<file path="config.mk">
export PLATFORM = sky130hd
export DESIGN_NAME = rasd_seq
export DESIGN_NICKNAME = d
export VERILOG_FILES = /design/src/rtl/rasd_pkg.sv /design/src/rtl/rasd_seq.sv
export SDC_FILE = /design/constraint.sdc
export NUM_CORES = 1
export LEC_CHECK = 0
export BUFFER_PORTS_ARGS = -buffer_cell sky130_fd_sc_hd__buf_4
export CORE_MARGIN = 5
export CORE_UTILIZATION = 56
export CTS_CLUSTER_SIZE = 30
export DETAILED_ROUTE_END_ITERATION = 10
export PLACE_DENSITY = 0.88
export SLEW_MARGIN = 20
export SYNTH_ARGS = -nofsm -noshare
export SYNTH_HDL_FRONTEND = slang
export SYNTH_SLANG_ARGS = --single-unit
</file>
<file path="constraint.sdc">
create_clock -name clk_i -period 5.3 [get_ports clk_i]
set_input_delay 1.06 -clock clk_i [delete_from_list [all_inputs] [get_ports clk_i]]
set_output_delay 1.06 -clock clk_i [all_outputs]
set_load 0.005 [all_outputs]
</file>
<file path="src/rtl/rasd_pkg.sv">
package rasd_pkg;

  localparam int unsigned IdxW = 10;
  localparam int unsigned LenW = 11;
  localparam int unsigned WordW = 32;

  localparam logic OP_LOAD = 1'b0;
  localparam logic OP_SEARCH = 1'b1;

  typedef struct packed {
    logic                    operation;
    logic [IdxW-1:0]         element_index;
    logic signed [WordW-1:0] element_value;
    logic signed [WordW-1:0] search_key;
  } in_beat_t;

  typedef struct packed {
    logic            found;
    logic [IdxW-1:0] position;
  } out_beat_t;

  typedef logic [3:0] upc_t;

  localparam upc_t PC_WAIT = 4'd0;
  localparam upc_t PC_LOOP = 4'd1;
  localparam upc_t PC_RD_A = 4'd2;
  localparam upc_t PC_RD_M = 4'd3;
  localparam upc_t PC_DECIDE = 4'd4;
  localparam upc_t PC_SCAN = 4'd5;
  localparam upc_t PC_SCAN_CMP = 4'd6;
  localparam upc_t PC_END = 4'd7;
  localparam upc_t PC_END_LO = 4'd8;
  localparam upc_t PC_END_HI = 4'd9;
  localparam upc_t PC_RESULT = 4'd10;

  typedef enum logic [1:0] {
    ASEL_LO,
    ASEL_MID,
    ASEL_HI,
    ASEL_IDX
  } addr_sel_e;

  typedef enum logic [2:0] {
    UOP_WAIT,
    UOP_TEST,
    UOP_READ,
    UOP_DECIDE,
    UOP_SCAN,
    UOP_END_LO,
    UOP_END_HI,
    UOP_RESULT
  } uop_e;

  typedef struct packed {
    addr_sel_e asel;
    logic      lat_a;
    logic      lat_m;
    uop_e      uop;
    upc_t      jmp;
  } ctrl_t;

  typedef struct packed {
    logic start;
    logic zero_len;
    logic loop_done;
    logic hit;
    logic dup;
    logic scan_last;
    logic out_free;
  } seq_flags_t;

  function automatic ctrl_t ucode_rom(input upc_t pc);
    ctrl_t w;
    w = '{asel: ASEL_LO, lat_a: 1'b0, lat_m: 1'b0, uop: UOP_WAIT, jmp: PC_WAIT};
    unique case (pc)
      PC_WAIT: w = '{asel: ASEL_LO, lat_a: 1'b0, lat_m: 1'b0, uop: UOP_WAIT, jmp: PC_WAIT};
      PC_LOOP: w = '{asel: ASEL_LO, lat_a: 1'b0, lat_m: 1'b0, uop: UOP_TEST, jmp: PC_END};
      PC_RD_A: w = '{asel: ASEL_MID, lat_a: 1'b1, lat_m: 1'b0, uop: UOP_READ, jmp: PC_WAIT};
      PC_RD_M: w = '{asel: ASEL_HI, lat_a: 1'b0, lat_m: 1'b1, uop: UOP_READ, jmp: PC_WAIT};
      PC_DECIDE: w = '{asel: ASEL_HI, lat_a: 1'b0, lat_m: 1'b0, uop: UOP_DECIDE, jmp: PC_SCAN};
      PC_SCAN: w = '{asel: ASEL_IDX, lat_a: 1'b0, lat_m: 1'b0, uop: UOP_READ, jmp: PC_WAIT};
      PC_SCAN_CMP: w = '{asel: ASEL_IDX, lat_a: 1'b0, lat_m: 1'b0, uop: UOP_SCAN, jmp: PC_SCAN};
      PC_END: w = '{asel: ASEL_LO, lat_a: 1'b0, lat_m: 1'b0, uop: UOP_READ, jmp: PC_WAIT};
      PC_END_LO: w = '{asel: ASEL_HI, lat_a: 1'b0, lat_m: 1'b0, uop: UOP_END_LO, jmp: PC_WAIT};
      PC_END_HI: w = '{asel: ASEL_HI, lat_a: 1'b0, lat_m: 1'b0, uop: UOP_END_HI, jmp: PC_WAIT};
      PC_RESULT: w = '{asel: ASEL_LO, lat_a: 1'b0, lat_m: 1'b0, uop: UOP_RESULT, jmp: PC_WAIT};
      default: w.uop = UOP_WAIT;
    endcase
    return w;
  endfunction

endpackage

</file>
<file path="src/rtl/rasd_seq.sv">
module rasd_seq
  import rasd_pkg::*;
(
  input  logic       clk_i,
  input  logic       rst_ni,
  input  seq_flags_t flags_i,
  output ctrl_t      ctrl_o
);

  upc_t pc_q, pc_d;
  upc_t pc_inc;

  assign ctrl_o = ucode_rom(pc_q);
  assign pc_inc = pc_q + 4'd1;

  always_comb begin
    pc_d = pc_inc;
    unique case (ctrl_o.uop)
      UOP_WAIT: begin
        if (!flags_i.start) begin
          pc_d = pc_q;
        end else if (flags_i.zero_len) begin
          pc_d = PC_RESULT;
        end
      end
      UOP_TEST: begin
        if (flags_i.loop_done) begin
          pc_d = ctrl_o.jmp;
        end
      end
      UOP_READ: pc_d = pc_inc;
      UOP_DECIDE: begin
        if (flags_i.hit) begin
          pc_d = PC_RESULT;
        end else if (flags_i.dup) begin
          pc_d = ctrl_o.jmp;
        end else begin
          pc_d = PC_LOOP;
        end
      end
      UOP_SCAN: begin
        if (flags_i.hit || flags_i.scan_last) begin
          pc_d = PC_RESULT;
        end else begin
          pc_d = ctrl_o.jmp;
        end
      end
      UOP_END_LO: begin
        if (flags_i.hit) begin
          pc_d = PC_RESULT;
        end
      end
      UOP_END_HI: pc_d = PC_RESULT;
      UOP_RESULT: begin
        pc_d = flags_i.out_free ? ctrl_o.jmp : pc_q;
      end
      default: pc_d = PC_WAIT;
    endcase
  end

  always_ff @(posedge clk_i or negedge rst_ni) begin
    if (!rst_ni) begin
      pc_q <= PC_WAIT;
    end else begin
      pc_q <= pc_d;
    end
  end

endmodule

</file>
==> results.ini, run 1 <==
[status]
run_status = finished clean

[route]
vias = 911
viasPerCell = 6.33
routed_wl_um = 2140
wl_per_cell_um = 14.8
drt_iter0_drc = 37
drc = 0
firstDrtPassIters = 4
antenna_left = 0

[power]
swShare_pct = 51.6
p_comb_share_pct = 78.9
clock_power_share_pct = 5.6
intPower_w = 0.000334
power_frac_seq_pct = 15.5
p_leak_nw = 0.399
power_density_nw_per_um2 = 749
p_sw_w = 0.000357
peakVddDrop_mv = 0.363

[worst_setup_path]
critPathKind = register to primary output
critPathLaunchType = register
crit_path_end_kind = primary output
cp_cell_sequence = inv_1 -> ha_1 -> o21bai_1 -> a221oi_1 -> buf_4
worstPathMaxFanout = 19
slowest_delay_ns = 0.55
slowest_stage = ha_1
ff2ff_path_depth = 7
cp_data_required_time_ns = 4.24
arrival_ns = 2.05

[synth]
synthFlopType = dfrtp_1
avgSynthCellArea_um2 = 6.89
syn_nets = 132
ys_warn_count = 0
synth-seq-cells = 4
muxShareOfSynthArea_pct = 0
yosysSeqAreaShare_pct = 12.2
synth_top_family_by_area = simple AND/OR/NAND/NOR gates
syn_area_um2 = 820
synth-xor-area-share_pct = 2.14
synthArstFlopShare_pct = 100
synthSimpleGateAreaFrac_pct = 33.9
ys_types = 45
synth_edf_count = 0
synthAdderAreaFrac_pct = 6.11
synth_compound_area_share_pct = 33.9
syn_inst = 119

[timing]
fin_hold_ws_ns = 0.608
skew_ns = 0.00517
timing.final.hold_violations = 0
rsz0062_at_grt = false
finalCritPeriodShare_pct = 58.6
worst_pin_slew_ns = 0.739
finalSetupViolCount = 0
maxSlewViolCount = 0
fin_tns_setup_ns = 0
max_freq_mhz = 322
post-route-min-period_ns = 3.11
slew_headroom_pct = 50.7

[global_routing]
grt_max_degree = 27
grt_pass1_vias = 841
grt_pass1_wl_um = 3620
grt_usage_pct = 21.8
antenna_found_initial = 0
grt_overflow = 0

[clock_network]
clkTransAtPathRegs_ns = 0.04
cts_tree = built
ctsResizeCount = 0
cts-root-buf = clkbuf_4
clock_latency_ns = 0.24
hold_buffers = 0
cts.sinks = 4
cts_setup_buffers = 0
cts_max_level = 1
clockBufferDepth = 2
cts_made_buffers = 3

[floorplan]
die_x_um = 48.3
die_area_um2 = 2330
num_rows = 13
core_area_um2 = 1350
ios = 20
initial_core_util_pct = 60.7
fp.dieH_um = 48.3

[finish]
diodes = 0
drive_gt1_share_pct = 20.2
layout_commonest_cell = buf_4
largest_register_ffs = 4
largest-register = pc_q
final_cell_mix = buf_4 (18), nor2_1 (15), a21oi_1 (12), o21ai_0 (10), nor2b_1 (6)
final_util_pct = 68.3
layout-area-overhead-vs-synth_pct = 12.5
final_nets = 144
top_regs = pc_q x4
fin_cells = 144

[placed_design]
dp_cells = 141
portBuffers = 18
dp_hpwl_um = 1610
place_congestion = 0.860

[worst_hold_path]
min-delay-path-class = input port to asynchronous set/reset pin

[flow_run]
drv_cap = 0

[worst max-delay path, delay by kind of cell (launching register included)]
| family | cells | cell delay [ns] |
|---|---|---|
| AO/OA/AOI/OAI | 2 | 0.52 |
| adder cells (fa/ha/maj) | 1 | 0.55 |
| buffers and inverters | 2 | 0.31 |
| flip-flops | 1 | 0.43 |
[final timing paths]
check,end,slack (ns),from
max,ctrl_o[5],2.19,pc_q[0]$_DFFE_PN0P_
min,pc_q[1]$_DFFE_PN0P_,0.61,rst_ni
max reg2reg,pc_q[3]$_DFFE_PN0P_,2.84,pc_q[0]$_DFFE_PN0P_
min reg2reg,pc_q[1]$_DFFE_PN0P_,0.62,pc_q[1]$_DFFE_PN0P_
max in group asynchronous,pc_q[0]$_DFFE_PN0P_,4.59,rst_ni
min in group clk_i,pc_q[1]$_DFFE_PN0P_,0.62,pc_q[1]$_DFFE_PN0P_
[per-stage QoR]
| stage | power (W) | cell area [um2] | setup WS (ns) |
|---|---|---|---|
| 2_1_floorplan | 0.000512 | 820 | 2.74 |
| 3_3_place_gp | 0.000627 | 900 | 2.55 |
| 3_5_place_dp | 0.000642 | 900 | 2.45 |
| 4_1_cts | 0.000686 | 922 | 2.20 |
| 5_1_grt | 0.000761 | 922 | 1.99 |
| 6_report | 0.000691 | 922 | 2.19 |
[layer usage]
layer | wire length, um | GRT usage (%)
met5 | 0 | 0
met4 | 21 | 4.84
met3 | 156 | 6.64
met2 | 968 | 35.2
met1 | 991 | 28.5
[area by class of cell]
class / count / area, um2
Multi-Input combinational cell: 99 / 627
Tap cell: 15 / 18.8
Fill cell: 117 / 428
Sequential cell: 4 / 100
Inverter: 5 / 18.8
Timing Repair Buffer: 18 / 135
Clock buffer: 3 / 22.5
[power groups by stage]
| stage | sequential (W) | combinational [W] | clock, W |
|---|---|---|---|
| 3_3_place_gp | 0.000105 | 0.000522 | 0 |
| 6_report | 0.000107 | 0.000545 | 0.0000386 |
| 5_1_grt | 0.000113 | 0.000603 | 0.0000448 |
| 3_5_place_dp | 0.000106 | 0.000536 | 0 |
| 4_1_cts | 0.000107 | 0.000539 | 0.0000398 |
| 2_1_floorplan | 0.0000682 | 0.000443 | 0 |
[cells by family after synthesis]
| family | Yosys count |
|---|---|
| buf+inv | 16 |
| compound gates | 43 |
| other cells | 1 |
| simple gates | 49 |
| xor+xnor | 2 |
| flops | 4 |
| fa+ha+maj | 4 |
[synthesized netlist by cell type (2+ instances only)]
cell type	count	area (um2)
dfrtp_1	4	100
and3b_1	2	17.5
nand2_1	3	11.3
nor3_1	4	20.0
o21ai_1	2	10.0
nor2b_1	6	37.5
nand3b_1	2	15.0
ha_1	4	50.1
nor2_1	15	56.3
a31oi_1	2	12.5
o21ai_0	10	50.1
and3_1	2	12.5
nand3_1	2	10.0
o21bai_1	2	15.0
inv_1	5	18.8
buf_6	2	22.5
or3_1	2	12.5
and2_1	3	18.8
o32a_1	2	20.0
buf_4	3	22.5
buf_2	5	25.0
a211oi_1	2	15.0
a21oi_1	12	60.1
nand2b_1	2	12.5
Note: power is estimated with default switching activity, not from simulation.
==> run 2, diff against run 1 <==
Settings changed: CORE_UTILIZATION 56 to 47, PLACE_DENSITY 0.88 to 0.79.
Clock period 5.3 ns to 2.7 ns, I/O delays scaled along.
==> run 2 against run 1 <==
Critical path depth stayed put. Clock power increased by 89%. First-iteration DRC count up 5.4%. Largest power group unchanged. Sequential cell count stayed put. Hold slack worse by 0.52 ns. Setup slack worse by 2.0 ns. Combinational power increased by 100%. Wire length is 2.5% lower. Critical path type unchanged. Die area up 15%.
==> results.ini, run 2 (synthesis gave the netlist of run 1 again) <==
[clock_network]
cts_tree = built  ; unchanged
hold_buffers = 0  ; unchanged
cts-root-buf = clkbuf_4  ; unchanged
cts_made_buffers = 3  ; unchanged
clock_latency_ns = 0.23  ; was 0.24 ns
cts_max_level = 1  ; unchanged
cts.sinks = 4  ; unchanged
clkTransAtPathRegs_ns = 0.04  ; about the same
clockBufferDepth = 2  ; unchanged

[finish]
layout_commonest_cell = buf_4  ; unchanged
final_nets = 145  ; was 144
fillers = 161  ; was 117
drive_gt1_share_pct = 21.5  ; was 20.2%
largest_register_ffs = 4  ; unchanged
largest-register = pc_q  ; unchanged
final_cell_mix = buf_4 (19), nor2_1 (15), a21oi_1 (12), o21ai_0 (10), nor2b_1 (6)  ; was buf_4 (18), nor2_1 (15), a21oi_1 (12), o21ai_0 (10), nor2b_1 (6)
diodes = 0  ; unchanged
layout-area-overhead-vs-synth_pct = 14.0  ; was 12.5%
final_util_pct = 55.3  ; was 68.3%
top_regs = pc_q x4  ; unchanged

[worst_setup_path]
worstPathMaxFanout = 13  ; was 19
critical-path-top-delay-family = adder cells  ; unchanged
crit_path_end_kind = primary output  ; unchanged
cp_num_buf_inv = 2  ; unchanged
cp_cell_sequence = inv_1 -> ha_1 -> nor2_1 -> a221oi_1 -> buf_4  ; was inv_1 -> ha_1 -> o21bai_1 -> a221oi_1 -> buf_4
slowest_delay_ns = 0.45  ; was 0.55 ns
arrival_ns = 1.94  ; was 2.05 ns
slowest_stage = ha_1  ; unchanged
critPathKind = register to primary output  ; unchanged
critPathLaunchType = register  ; unchanged
cp_data_required_time_ns = 2.16  ; was 4.24 ns

[route]
routed_wl_um = 2080  ; was 2140 um
viasPerCell = 6.31  ; was 6.33
drc = 0  ; unchanged
vias = 927  ; was 911
wl_per_cell_um = 14.2  ; was 14.8 um
firstDrtPassIters = 4  ; unchanged
antenna_left = 0  ; unchanged
drt_iter0_drc = 39  ; was 37

[power]
peakVddDrop_mv = 0.638  ; was 0.363 mV
clock_power_share_pct = 5.3  ; was 5.6%
intPower_w = 0.000670  ; was 0.000334 W
p_sw_w = 0.000700  ; was 0.000357 W
p_leak_nw = 0.402  ; was 0.399 nW
swShare_pct = 51.1  ; was 51.6%
power_frac_seq_pct = 14.4  ; was 15.5%
power_density_nw_per_um2 = 1470  ; was 749 nW/um2
p_comb_share_pct = 80.3  ; was 78.9%

[timing]
maxSlewViolCount = 0  ; unchanged
finalCritPeriodShare_pct = 91.7
skew_ns = 0.00341  ; was 0.00517 ns
finalSetupViolCount = 0  ; unchanged
post-route-min-period_ns = 2.48
timing.final.hold_violations = 0  ; unchanged
fin_tns_setup_ns = 0  ; unchanged
fin_ws_ns = 0.225  ; was 2.19 ns
rsz0062_at_grt = false  ; unchanged
max_freq_mhz = 404
slew_headroom_pct = 54.2  ; was 50.7%
worst_pin_slew_ns = 0.687  ; was 0.739 ns

[flow_run]
drv_cap = 0  ; unchanged

[floorplan]
num_rows = 15  ; was 13
die_area_um2 = 2680  ; was 2330 um2
fp.dieH_um = 51.8  ; was 48.3 um
ios = 20  ; unchanged
core_area_um2 = 1690  ; was 1350 um2
die_x_um = 51.8  ; was 48.3 um
initial_core_util_pct = 48.5  ; was 60.7%

[global_routing]
antenna_found_initial = 0  ; unchanged
grt_usage_pct = 15.5  ; was 21.8%
grt_pass1_vias = 771  ; was 841
grt_max_degree = 27  ; unchanged
grt_overflow = 0  ; unchanged
grt_pass1_wl_um = 3300  ; was 3620 um

[status]
run_status = finished clean  ; unchanged

[placed_design]
post-place-ws_ns = 0.359  ; was 2.45 ns
place_congestion = 0.931  ; was 0.860
dp_hpwl_um = 1540  ; was 1610 um
portBuffers = 18  ; unchanged

[worst_hold_path]
min-delay-path-class = input port to asynchronous set/reset pin  ; unchanged

## run 2: cell types whose count changed in the layout (fill, tap and decap cells not counted)
cell	change
buf_4	+1
ha_1	-1
ha_2	+1
## run 2: metal layers
metal	track usage (%)	wire length, um	up-vias
li1	-	-	447
met1	22.1	928	443
met2	25.8	992	35
met3	0.860	151	2
met4	2.62	12	0
met5	0	0	-
## run 2: stage by stage
| stage | hold slack, ns | instances | cell area [um2] | power, W |
|---|---|---|---|---|
| floorplan | 0.244 | 119 | 820 | 0.00100 |
| global placement | 0.336 | 144 | 910 | 0.00125 |
| detailed placement | 0.335 | 144 | 910 | 0.00127 |
| CTS | 0.0924 | 147 | 932 | 0.00135 |
| global route | 0.0821 | 147 | 935 | 0.00150 |
| finish | 0.0907 | 147 | 935 | 0.00137 |
## run 2: final timing paths
path	from	slack, ns	depth (start not counted)	endpoint
max	pc_q[0]$_DFFE_PN0P_	0.22	5	ctrl_o[5]
min	rst_ni	0.09	1	pc_q[3]$_DFFE_PN0P_
max reg2reg	pc_q[1]$_DFFE_PN0P_	0.43	7	pc_q[3]$_DFFE_PN0P_
min reg2reg	pc_q[1]$_DFFE_PN0P_	0.64	1	pc_q[1]$_DFFE_PN0P_
max in group asynchronous	rst_ni	2.51	1	pc_q[2]$_DFFE_PN0P_
min in group clk_i	pc_q[1]$_DFFE_PN0P_	0.64	1	pc_q[1]$_DFFE_PN0P_
## run 2: final cells by class
class	instances	area, um2	area share [%]
Clock buffer	3	22.5	2.41
Inverter	5	18.8	2.01
Multi-Input combinational cell	99	629	67.3
Sequential cell	4	100	10.7
Tap cell	17	21.3	2.28
Timing Repair Buffer	19	143	15.3
## run 2: repair_timing
| item | CTS | global route |
|---|---|---|
| setup buffers | 0 | 0 |
| setup endpoints to repair | 0 | 2 |
| resized for setup | 0 | 1 |
## run 2: worst reg2reg max path: stages, from the launching register on
cell and delay, ns:
dfrtp_1 0.43, inv_1 0.10, ha_1 0.48, nor2_1 0.16, a21boi_2 0.28, o21ai_1 0.16, or3_1 0.37, a22o_1 0.18
## run 2: power by group through the flow
stage / Clock (W) / Combinational (W) / Sequential (W)
after detailed placement: 0 / 0.00108 / 0.000194
after global placement: 0 / 0.00106 / 0.000190
after floorplan: 0 / 0.000871 / 0.000134
final: 0.0000729 / 0.00110 / 0.000197
after global routing: 0.0000822 / 0.00122 / 0.000205
after CTS: 0.0000730 / 0.00109 / 0.000194
==> run 3, diff against run 2 <==
Settings changed: CELL_PAD_IN_SITES_DETAIL_PLACEMENT set to 0, CELL_PAD_IN_SITES_GLOBAL_PLACEMENT set to 1, CORE_ASPECT_RATIO set to 0.7, CORE_UTILIZATION 47 to 33.
==> run 3 against run 2 <==
Sequential share of layout area fell by 0.43 points. First-iteration DRC count grew to 2.7 times the previous value. Setup slack lost 0.043 ns. Critical path type unchanged. Sequential power down 5%. Hold slack better by 0.0030 ns. Non-clock buffer count is 2 higher. Sequential cell count did not move.
==> results.ini, run 3 (synthesis gave the netlist of run 1 again) <==
[finish]
top_regs = pc_q x4  ; unchanged
drive_gt1_share_pct = 23.5  ; was 21.5%
largest_register_ffs = 4  ; unchanged
final_cell_mix = buf_4 (21), nor2_1 (15), a21oi_1 (12), o21ai_0 (10), nor2b_1 (6)  ; was buf_4 (19), nor2_1 (15), a21oi_1 (12), o21ai_0 (10), nor2b_1 (6)
layout-area-overhead-vs-synth_pct = 18.8  ; was 14.0%
fillers = 253  ; was 161
layout_commonest_cell = buf_4  ; unchanged
final_nets = 147  ; was 145
largest-register = pc_q  ; unchanged
design_area_um2 = 973  ; was 935 um2
diodes = 0  ; unchanged

[worst_setup_path]
critPathKind = register to primary output  ; unchanged
ff2ff_path_depth = 8  ; was 7
crit_path_end_kind = primary output  ; unchanged
critPathLaunchType = register  ; unchanged
cp_data_required_time_ns = 2.16  ; about the same
cp_cell_sequence = inv_1 -> ha_1 -> nor2_1 -> a221oi_1 -> buf_4  ; unchanged
cp_num_buf_inv = 2  ; unchanged
worstPathMaxFanout = 13  ; unchanged
critical-path-top-delay-family = flip-flops  ; was adder cells
arrival_ns = 1.98  ; was 1.94 ns
crit_cells = 5  ; unchanged
slowest_delay_ns = 0.44  ; was 0.45 ns
slowest_stage = dfrtp_1  ; was ha_1

[power]
power_density_nw_per_um2 = 1450  ; was 1470 nW/um2
power_frac_seq_pct = 13.3  ; was 14.4%
p_leak_nw = 0.411  ; was 0.402 nW
swShare_pct = 51.0  ; was 51.1%
clock_power_share_pct = 5.2  ; was 5.3%
p_sw_w = 0.000717  ; was 0.000700 W
p_comb_share_pct = 81.4  ; was 80.3%
peakVddDrop_mv = 0.615  ; was 0.638 mV
intPower_w = 0.000690  ; was 0.000670 W

[global_routing]
grt_usage_pct = 12.4  ; was 15.5%
grt_overflow = 0  ; unchanged
grt_pass1_vias = 809  ; was 771
antenna_found_initial = 0  ; unchanged
grt_pass1_wl_um = 3670  ; was 3300 um
grt_max_degree = 18  ; was 27

[clock_network]
clkTransAtPathRegs_ns = 0.04  ; about the same
ctsResizeCount = 0  ; unchanged
cts_made_buffers = 3  ; unchanged
clock_latency_ns = 0.24  ; was 0.23 ns
clockBufferDepth = 2  ; unchanged
cts_setup_buffers = 0  ; unchanged
cts_tree = built  ; unchanged
cts.sinks = 4  ; unchanged
cts-root-buf = clkbuf_4  ; unchanged
cts_max_level = 1  ; unchanged
hold_buffers = 0  ; unchanged

[timing]
slew_headroom_pct = 65.5  ; was 54.2%
maxSlewViolCount = 0  ; unchanged
rsz0062_at_grt = false  ; unchanged
max_freq_mhz = 397  ; was 404 MHz
finalCritPeriodShare_pct = 93.3  ; was 91.7%
fin_ws_ns = 0.182  ; was 0.225 ns
worst_pin_slew_ns = 0.517  ; was 0.687 ns
post-route-min-period_ns = 2.52  ; was 2.48 ns
finalSetupViolCount = 0  ; unchanged
fin_tns_setup_ns = 0  ; unchanged
skew_ns = 0.00457  ; was 0.00341 ns
timing.final.hold_violations = 0  ; unchanged

[status]
run_status = finished clean  ; unchanged

[floorplan]
fp.dieH_um = 51.7  ; was 51.8 um
num_rows = 15  ; unchanged
core_area_um2 = 2420  ; was 1690 um2
die_area_um2 = 3600  ; was 2680 um2
die_x_um = 69.6  ; was 51.8 um
ios = 20  ; unchanged
initial_core_util_pct = 33.9  ; was 48.5%

[route]
viasPerCell = 5.52  ; was 6.31
firstDrtPassIters = 4  ; unchanged
routed_wl_um = 2310  ; was 2080 um
drt_iter0_drc = 107  ; was 39
wl_per_cell_um = 13.9  ; was 14.2 um
antenna_left = 0  ; unchanged
drc = 0  ; unchanged
vias = 917  ; was 927

[placed_design]
post-place-ws_ns = 0.373  ; was 0.359 ns
place_area_um2 = 946  ; was 910 um2
portBuffers = 18  ; unchanged
dp_hpwl_um = 1740  ; was 1540 um
place_congestion = 0.815  ; was 0.931

[flow_run]
drv_cap = 0  ; unchanged

[worst_hold_path]
min-delay-path-class = input port to asynchronous set/reset pin  ; unchanged

## run 3: stage by stage
step                      std cells  power, W  util (%)  hold WS [ns]
after detailed placement        163   0.00131      39.1         0.340
final                           166   0.00141      40.2        0.0936
after global placement          163   0.00130      39.1         0.338
after CTS                       166   0.00139      40.0        0.0858
after floorplan                 119   0.00100         -         0.244
after global routing            166   0.00154      40.2        0.0925
## run 3: final timing paths
path | start | to | slack, ns
hold / removal | rst_ni | pc_q[2]$_DFFE_PN0P_ | 0.09
setup / recovery | pc_q[0]$_DFFE_PN0P_ | ctrl_o[5] | 0.18
setup reg to reg | pc_q[0]$_DFFE_PN0P_ | pc_q[3]$_DFFE_PN0P_ | 0.46
hold reg to reg | pc_q[0]$_DFFE_PN0P_ | pc_q[0]$_DFFE_PN0P_ | 0.65
max in group asynchronous | rst_ni | pc_q[0]$_DFFE_PN0P_ | 2.50
min in group clk_i | pc_q[0]$_DFFE_PN0P_ | pc_q[0]$_DFFE_PN0P_ | 0.65
## run 3: final cells by class
type,instances,area [um2],share of cell area [%]
multi-input combinational,99,632,64.9
clock buffer,3,22.5,2.31
inverter,5,18.8,1.93
sequential,4,100,10.3
tap,34,42.5,4.37
timing repair buffer,21,158,16.2
## run 3: power groups by stage
| stage | clock network, W | registers, W | logic (W) |
|---|---|---|---|
| after global placement | 0 | 0.000182 | 0.00112 |
| after detailed placement | 0 | 0.000185 | 0.00112 |
| after CTS | 0.0000777 | 0.000185 | 0.00113 |
| final | 0.0000736 | 0.000188 | 0.00115 |
| after global routing | 0.0000785 | 0.000194 | 0.00126 |
| after floorplan | 0 | 0.000134 | 0.000871 |
## run 3: per-layer routing
| metal | share of wire (%) | up-vias | wire length, um | global-route usage (%) |
|---|---|---|---|---|
| li1 | - | 454 | - | - |
| met1 | 47 | 411 | 1090 | 17.6 |
| met2 | 43 | 46 | 993 | 19.1 |
| met3 | 7.8 | 6 | 181 | 1.93 |
| met4 | 2.2 | 0 | 51 | 3.90 |
| met5 | 0 | - | 0 | 0 |
